## src/ubsc_pkg.sv

```systemverilog
package ubsc_pkg;

	// Default width of the remaining-bit counter.
	localparam int LEN_WIDTH_DEF = 16;

	// Output queue geometry.
	localparam int OQ_DEPTH = 4;
	localparam int OQ_AW    = $clog2(OQ_DEPTH);

	// Push counts handed from the aligner to the output queue.
	localparam logic [1:0] PUSH_NONE = 2'd0;
	localparam logic [1:0] PUSH_ONE  = 2'd1;
	localparam logic [1:0] PUSH_TWO  = 2'd2;

	localparam logic [7:0] BYTE_ALL = 8'hFF;

	// One accepted input transaction.
	typedef struct packed {
		logic [7:0]  src_byte;
		logic        start_req;
		logic [2:0]  src_bit_offset;
		logic [2:0]  dst_bit_offset;
		logic [15:0] bit_length;
	} item_t;

	// One destination byte with its bit-write mask.
	typedef struct packed {
		logic [7:0] dst_byte;
		logic [7:0] write_mask;
		logic       last;
	} result_t;

	// Mask of cnt bits starting at bit position start, MSB first.
	function automatic logic [7:0] byte_mask(input logic [2:0] start, input logic [3:0] cnt);
		logic [3:0] stop;
		stop = {1'b0, start} + cnt;
		return (BYTE_ALL >> start) & ~(BYTE_ALL >> stop);
	endfunction

endpackage

```

## src/unaligned_bit_stream_copy_core.sv

```systemverilog
// Unaligned bit-stream copy, MSB first. A start transaction latches the source and
// destination bit offsets and the bit length; each following source transaction
// delivers one byte, beginning with the byte that holds the first copied bit, and
// yields up to one destination byte with a write mask (two on the final source byte
// when the last owed bits fit into it). One source byte is taken every cycle while the
// output queue has room; each byte is held in the input register, then the realigner
// writes its results into a four-entry output queue. Input ready drops only while the
// output queue holds more than two entries, i.e. when the result side stalls. A zero
// length or a start transaction gives no results; a start during a copy abandons it.
module unaligned_bit_stream_copy_core #(
	parameter int LEN_WIDTH = ubsc_pkg::LEN_WIDTH_DEF
) (
	input  logic        clk,
	input  logic        arst_n,
	input  logic        in_valid,
	output logic        in_ready,
	input  logic [7:0]  src_byte,
	input  logic        start_req,
	input  logic [2:0]  src_bit_offset,
	input  logic [2:0]  dst_bit_offset,
	input  logic [15:0] bit_length,
	output logic        out_valid,
	input  logic        out_ready,
	output logic [7:0]  dst_byte,
	output logic [7:0]  write_mask,
	output logic        last
);
	import ubsc_pkg::*;

	item_t      item_s1;
	logic       valid_s1;
	logic       room;
	logic       advance;
	logic [1:0] push_cnt;
	result_t    res_a;
	result_t    res_b;
	result_t    out_res;

	assign advance  = valid_s1 && room;
	assign in_ready = !valid_s1 || advance;

	// Input register.
	always_ff @(posedge clk or negedge arst_n) begin
		if (!arst_n) begin
			valid_s1 <= 1'b0;
		end else if (in_valid && in_ready) begin
			valid_s1 <= 1'b1;
		end else if (advance) begin
			valid_s1 <= 1'b0;
		end
	end

	always_ff @(posedge clk) begin
		if (in_valid && in_ready) begin
			item_s1.src_byte       <= src_byte;
			item_s1.start_req      <= start_req;
			item_s1.src_bit_offset <= src_bit_offset;
			item_s1.dst_bit_offset <= dst_bit_offset;
			item_s1.bit_length     <= bit_length;
		end
	end

	// Realigner and copy state.
	ubsc_align #(
		.LEN_WIDTH (LEN_WIDTH)
	) u_align (
		.clk      (clk),
		.arst_n   (arst_n),
		.fire     (advance),
		.item     (item_s1),
		.push_cnt (push_cnt),
		.res_a    (res_a),
		.res_b    (res_b)
	);

	// Output queue.
	ubsc_oq u_oq (
		.clk       (clk),
		.arst_n    (arst_n),
		.push_cnt  (push_cnt),
		.push_a    (res_a),
		.push_b    (res_b),
		.room      (room),
		.out_valid (out_valid),
		.out_ready (out_ready),
		.out_res   (out_res)
	);

	assign dst_byte   = out_res.dst_byte;
	assign write_mask = out_res.write_mask;
	assign last       = out_res.last;

endmodule

```

## src/ubsc_align.sv

```systemverilog
module ubsc_align #(
	parameter int LEN_WIDTH = ubsc_pkg::LEN_WIDTH_DEF
) (
	input  logic              clk,
	input  logic              arst_n,
	input  logic              fire,
	input  ubsc_pkg::item_t   item,
	output logic [1:0]        push_cnt,
	output ubsc_pkg::result_t res_a,
	output ubsc_pkg::result_t res_b
);
	import ubsc_pkg::*;

	localparam int CW = LEN_WIDTH + 1;

	logic [7:0]           held_q;
	logic [LEN_WIDTH-1:0] rem_q;
	logic [2:0]           shamt_q;
	logic                 sl_q;
	logic [2:0]           off_q;
	logic                 active_q;
	logic                 pend_q;

	logic [15:0]          funnel0;
	logic [15:0]          funnel1;
	logic [7:0]           v0;
	logic [7:0]           v2;
	logic [2:0]           start1;
	logic [3:0]           avail1;
	logic [LEN_WIDTH-1:0] cnt1_w;
	logic [7:0]           mask1;
	logic [7:0]           mask2;
	logic                 e1;
	logic                 e2;
	logic [LEN_WIDTH-1:0] rem1;
	logic                 pend1;
	logic                 act1;
	logic [2:0]           start2;
	logic [CW-1:0]        sum2;
	logic                 data_fire;
	result_t              r1;
	result_t              r2;

	// Funnel shift of the held byte and the current byte into a destination slot.
	always_comb begin
		funnel0 = {held_q, item.src_byte} >> shamt_q;
		funnel1 = {item.src_byte, 8'h00} >> shamt_q;
		v0      = funnel0[7:0];
		v2      = funnel1[7:0];
	end

	// First slot: dropped when it holds no copy bits, otherwise masked and counted.
	always_comb begin
		e1     = !sl_q;
		start1 = pend_q ? off_q : 3'd0;
		avail1 = 4'd8 - {1'b0, start1};
		cnt1_w = (rem_q < LEN_WIDTH'(avail1)) ? rem_q : LEN_WIDTH'(avail1);
		mask1  = byte_mask(start1, cnt1_w[3:0]);
		if (e1) begin
			rem1  = rem_q - cnt1_w;
			pend1 = 1'b0;
		end else begin
			rem1  = rem_q;
			pend1 = pend_q;
		end
		act1 = (rem1 != '0);
	end

	// Second slot: the bits still owed all lie in the current byte.
	always_comb begin
		start2 = pend1 ? off_q : 3'd0;
		sum2   = CW'(rem1) + CW'(start2);
		e2     = act1 && (sum2 <= CW'(shamt_q));
		mask2  = byte_mask(start2, rem1[3:0]);
	end

	always_comb begin
		r1.dst_byte   = v0 & mask1;
		r1.write_mask = mask1;
		r1.last       = !act1;
		r2.dst_byte   = v2 & mask2;
		r2.write_mask = mask2;
		r2.last       = 1'b1;
	end

	// Pack the emitted results for the output queue.
	assign data_fire = fire && !item.start_req && active_q;

	always_comb begin
		res_a = e1 ? r1 : r2;
		res_b = r2;
		if (!data_fire) begin
			push_cnt = PUSH_NONE;
		end else if (e1 && e2) begin
			push_cnt = PUSH_TWO;
		end else if (e1 || e2) begin
			push_cnt = PUSH_ONE;
		end else begin
			push_cnt = PUSH_NONE;
		end
	end

	// Copy state: latched by a start transaction, advanced by each source byte.
	always_ff @(posedge clk or negedge arst_n) begin
		if (!arst_n) begin
			held_q   <= 8'h00;
			rem_q    <= '0;
			shamt_q  <= 3'd0;
			sl_q     <= 1'b0;
			off_q    <= 3'd0;
			active_q <= 1'b0;
			pend_q   <= 1'b0;
		end else if (fire && item.start_req) begin
			held_q   <= 8'h00;
			rem_q    <= LEN_WIDTH'(item.bit_length);
			shamt_q  <= item.dst_bit_offset - item.src_bit_offset;
			sl_q     <= item.src_bit_offset > item.dst_bit_offset;
			off_q    <= item.dst_bit_offset;
			active_q <= (LEN_WIDTH'(item.bit_length) != '0);
			pend_q   <= 1'b1;
		end else if (data_fire) begin
			held_q   <= item.src_byte;
			sl_q     <= 1'b0;
			rem_q    <= e2 ? '0 : rem1;
			active_q <= e2 ? 1'b0 : act1;
			pend_q   <= e2 ? 1'b0 : pend1;
		end
	end

`ifndef ASSERT_OFF
	a_active_matches_count: assert property (@(posedge clk) disable iff (!arst_n)
		active_q == (rem_q != '0))
		else $error("copy activity disagrees with the remaining-bit count");

	a_two_ends_copy: assert property (@(posedge clk) disable iff (!arst_n)
		(push_cnt == PUSH_TWO) |-> (res_b.last && !res_a.last))
		else $error("a double push must end the copy on its second result");

	a_idle_after_last: assert property (@(posedge clk) disable iff (!arst_n)
		(push_cnt == PUSH_TWO) |=> !active_q)
		else $error("copy still active after its final byte");

	a_mask_clean: assert property (@(posedge clk) disable iff (!arst_n)
		(push_cnt != PUSH_NONE) |->
			(res_a.write_mask != 8'h00 && (res_a.dst_byte & ~res_a.write_mask) == 8'h00))
		else $error("result byte with empty mask or bits outside its mask");
`endif

endmodule

```

## src/ubsc_oq.sv

```systemverilog
module ubsc_oq (
	input  logic              clk,
	input  logic              arst_n,
	input  logic [1:0]        push_cnt,
	input  ubsc_pkg::result_t push_a,
	input  ubsc_pkg::result_t push_b,
	output logic              room,
	output logic              out_valid,
	input  logic              out_ready,
	output ubsc_pkg::result_t out_res
);
	import ubsc_pkg::*;

	result_t            mem_q [OQ_DEPTH];
	logic [OQ_AW-1:0]   wp_q;
	logic [OQ_AW-1:0]   rp_q;
	logic [OQ_AW:0]     cnt_q;
	logic [OQ_AW-1:0]   wp_next;
	logic               pop;

	assign out_valid = (cnt_q != '0);
	assign out_res   = mem_q[rp_q];
	assign pop       = out_valid && out_ready;
	assign wp_next   = wp_q + OQ_AW'(1);

	// Room for a full double push, regardless of a pop this cycle.
	assign room = (cnt_q <= (OQ_AW + 1)'(OQ_DEPTH - 2));

	// Entry storage: up to two writes per cycle at consecutive slots.
	always_ff @(posedge clk) begin
		if (push_cnt != PUSH_NONE) begin
			mem_q[wp_q] <= push_a;
		end
		if (push_cnt == PUSH_TWO) begin
			mem_q[wp_next] <= push_b;
		end
	end

	// Pointers and occupancy.
	always_ff @(posedge clk or negedge arst_n) begin
		if (!arst_n) begin
			wp_q  <= '0;
			rp_q  <= '0;
			cnt_q <= '0;
		end else begin
			wp_q  <= wp_q + OQ_AW'(push_cnt);
			if (pop) begin
				rp_q <= rp_q + OQ_AW'(1);
			end
			cnt_q <= cnt_q + (OQ_AW + 1)'(push_cnt) - (OQ_AW + 1)'(pop);
		end
	end

endmodule

```

## config.mk

```make
export PLATFORM = sky130hd
export DESIGN_NAME = unaligned_bit_stream_copy_core
export DESIGN_NICKNAME = d
export VERILOG_FILES = /design/src/ubsc_pkg.sv /design/src/unaligned_bit_stream_copy_core.sv /design/src/ubsc_align.sv /design/src/ubsc_oq.sv
export SDC_FILE = /design/constraint.sdc
export NUM_CORES = 1
export LEC_CHECK = 0
export BUFFER_PORTS_ARGS = -buffer_cell sky130_fd_sc_hd__buf_2
export CAP_MARGIN = 30
export CORE_UTILIZATION = 40
export DETAILED_ROUTE_END_ITERATION = 10
export REMOVE_ABC_BUFFERS = 1
export SLEW_MARGIN = 20
export SYNTH_ARGS = -nofsm -noshare
export SYNTH_HDL_FRONTEND = slang
export SYNTH_SLANG_ARGS = --single-unit
```

## constraint.sdc

```tcl
create_clock -name clk -period 7.14 [get_ports clk]
set_input_delay 1.428 -clock clk [delete_from_list [all_inputs] [get_ports clk]]
set_output_delay 1.428 -clock clk [all_outputs]
set_load 0.03 [all_outputs]
```

==> results.sh <==
export IMPL_stdcell_area_um2=9520
export IMPL_crit_path_top_delay_cell="fa_1"
export IMPL_clkSlewWorstSetupHoldPaths_ns=0.06
export IMPL_drv_cap=0
export IMPL_synth_cell_type_count=74
export IMPL_maxSlewHeadroom=0.385
export IMPL_route_detailed_drc=0
export IMPL_n_fill_cell=1807
export IMPL_num_nets_final=882
export IMPL_regArea_um2=3930
export IMPL_setup_viol=0
export IMPL_yosys_warnings=0
export IMPL_multi_input_area_um2=3970
export IMPL_synth_most_common_cell="edfxtp_1"
export IMPL_cts_buffers=17
export IMPL_first_pass_iters=7
export IMPL_avgSynthCellArea_um2=10.9
export IMPL_die_w_um=145
export IMPL_cts_num_sinks=139
export IMPL_portBuffers=53
export IMPL_dr_total_vias=6430
export IMPL_drive_above_1_share=0.207
export IMPL_antenna_found_initial=0
export IMPL_ant_nets=0
export IMPL_cts_tree="built"
export IMPL_r2r_setup_slack_ns=0.33
export IMPL_wl_per_cell_um=20.0
export IMPL_syn_area_um2=8170
export IMPL_via_per_inst=5.89
export IMPL_path_class="register to register"
export IMPL_synth_common_cells="edfxtp_1 (95), nand2_1 (74), o22ai_1 (50), inv_1 (46), nor2_1 (46)"
export IMPL_dieHeight_um=145
export IMPL_clk_latency_ns=0.43
export IMPL_initial_core_util=0.414
export IMPL_crit_buf_inv=6
export IMPL_synth_async_reset_ratio=0.288
export IMPL_grt_pass1_vias=6419
export IMPL_stdcell_count=1092
export IMPL_cp_max_fo=8
export IMPL_synthCells=747
export IMPL_clockBufferDepth=2
export IMPL_place_area_um2=8880
export IMPL_die_area_um2=21000
export IMPL_grt_overflow=0
export IMPL_core_area_um2=19700
export IMPL_rsz0062_at_grt="true"
export IMPL_synth_top_cell_area_share=0.349
export IMPL_rows=51
export IMPL_yosysSeqAreaShare=0.481
export IMPL_dp_hpwl_um=15800
export IMPL_ys_flop_type="edfxtp_1"
export IMPL_period_share=0.953
export IMPL_synth_area_leaders="edfxtp_1 (35%), dfrtp_1 (12%), mux4_2 (5.8%), ha_1 (4.3%), o22ai_1 (3.8%)"
export IMPL_syn_to_final_growth_pct=16.6
export IMPL_ys_ff_latch=139
export IMPL_endpoint_kind="register"
export IMPL_min_path_type="register to register"
export IMPL_drtIter0Drc=526
export IMPL_yosysTopAreaCell="edfxtp_1"
export IMPL_hold_buffers=0
export IMPL_outcome="complete, no violations"
export IMPL_track_usage=0.209
export IMPL_postRouteWirelength_um=21900
export IMPL_grt_max_degree=29
export IMPL_grt_pass1_wl_um=34200
export IMPL_required_ns=7.29
export IMPL_startpoint_type="register"
export IMPL_finalHoldViolations=0
export IMPL_worst_clock_skew_ns=0.0106
export IMPL_worst_pin_slew_ns=0.923
export IMPL_synth_edf_count=95
export IMPL_max_stage_delay_ns=0.48
export IMPL_drv_slew=0
export IMPL_path_delay_family="adder cells"
export IMPL_min_period_ns=6.81
export IMPL_place_congestion=0.932
export IMPL_cts_max_level=4
export IMPL_dp_cells=1057
export IMPL_cts_root_buf="clkbuf_16"
export IMPL_fmax_ghz=0.147
export IMPL_pin_count=54
export IMPL_critPathArrivalTime_ns=6.96
export IMPL_diodes=0
-- final timing paths --
path,from,endpoint,cells after the start
max in group asynchronous,arst_n,u_align.held_q[5]$_DFFE_PN0P_,2
hold / removal,u_oq.rp_q[0]$_DFFE_PN0P_,u_oq.rp_q[0]$_DFFE_PN0P_,1
setup / recovery,u_align.pend_q$_DFFE_PN0P_,u_oq.mem_q[3][4]$_DFFE_PP_,31
hold reg to reg,u_oq.rp_q[0]$_DFFE_PN0P_,u_oq.rp_q[0]$_DFFE_PN0P_,1
setup reg to reg,u_align.pend_q$_DFFE_PN0P_,u_oq.mem_q[3][4]$_DFFE_PP_,31
min in group asynchronous,arst_n,valid_s1$_DFFE_PN0P_,1
-- layout by cell type (no fill, tap or decap), drive strengths merged, types with 7 or more instances in the layout --
cell    count
edfxtp     95
buf        81
nand2      74
inv        51
o22ai      50
nor2       47
o21ai      46
dfrtp      40
ha         28
mux2i      22
a21oi      22
mux4       21
clkbuf     21
a22oi      19
a21o       14
a22o       14
xnor2      13
xor2       13
nand3      11
nor3       10
and2        9
or2         9
and3        8
nand2b      7
nor2b       7
nor4        7
o31ai       7
-- area by class of cell --
class                   count  area share
inverters                  47      0.0185
multi-input cells         527       0.417
repair buffers             82      0.0565
flip-flops and latches    139       0.413
clock buffers              20      0.0480
clock inverters            12      0.0118
well taps                 265      0.0348
-- through the flow --
| step | hold WS [ns] | util | setup slack, ns | setup TNS (ns) |
|---|---|---|---|---|
| 6_report | 0.487 | 0.483 | 0.334 | 0 |
| 5_1_grt | 0.504 | 0.483 | -0.0437 | -0.297 |
| 3_5_place_dp | 0.483 | 0.450 | 0.0292 | 0 |
| 3_3_place_gp | 0.477 | 0.449 | 0.193 | 0 |
| 4_1_cts | 0.495 | 0.479 | 0.0824 | 0 |
| 2_1_floorplan | 0.448 | - | 0.406 | 0 |
-- registers in the layout (all words and copies together) (netlist names) --
register          count
u_align.pend_q        1
item_s1              31
u_oq.rp_q             2
valid_s1              1
u_align.off_q         3
u_oq.wp_q             2
u_oq.cnt_q            3
u_align.active_q      1
u_oq.mem_q           68
u_align.rem_q        16
u_align.held_q        7
u_align.sl_q          1
u_align.shamt_q       3
-- timing repair --
action / CTS / global route
cloned: 0 / 2
buffers inserted: 0 / 1
pin swaps: 0 / 2
gates resized for setup: 1 / 17
endpoints found under the setup margin: 2 / 134
-- logic make-up after synthesis --
logic type / after synthesis / share of synthesized area
flops: 139 / 0.481
compound gates: 207 / 0.175
mux: 47 / 0.0908
buf+inv: 81 / 0.0392
fa+ha+maj: 33 / 0.0551
xor+xnor: 26 / 0.0279
simple gates: 214 / 0.130
-- layer usage --
layer | vias to the layer above | part of all wire | GRT usage
met1 | 3113 | 0.41 | 0.253
li1 | 2973 | - | -
met4 | 0 | 0.034 | 0.108
met5 | - | 0 | 0
met2 | 287 | 0.50 | 0.354
met3 | 57 | 0.054 | 0.0393
Power is left out: the tool's default activity adds up to more than one toggle a clock period on the data nets, which glitch-free logic cannot reach.
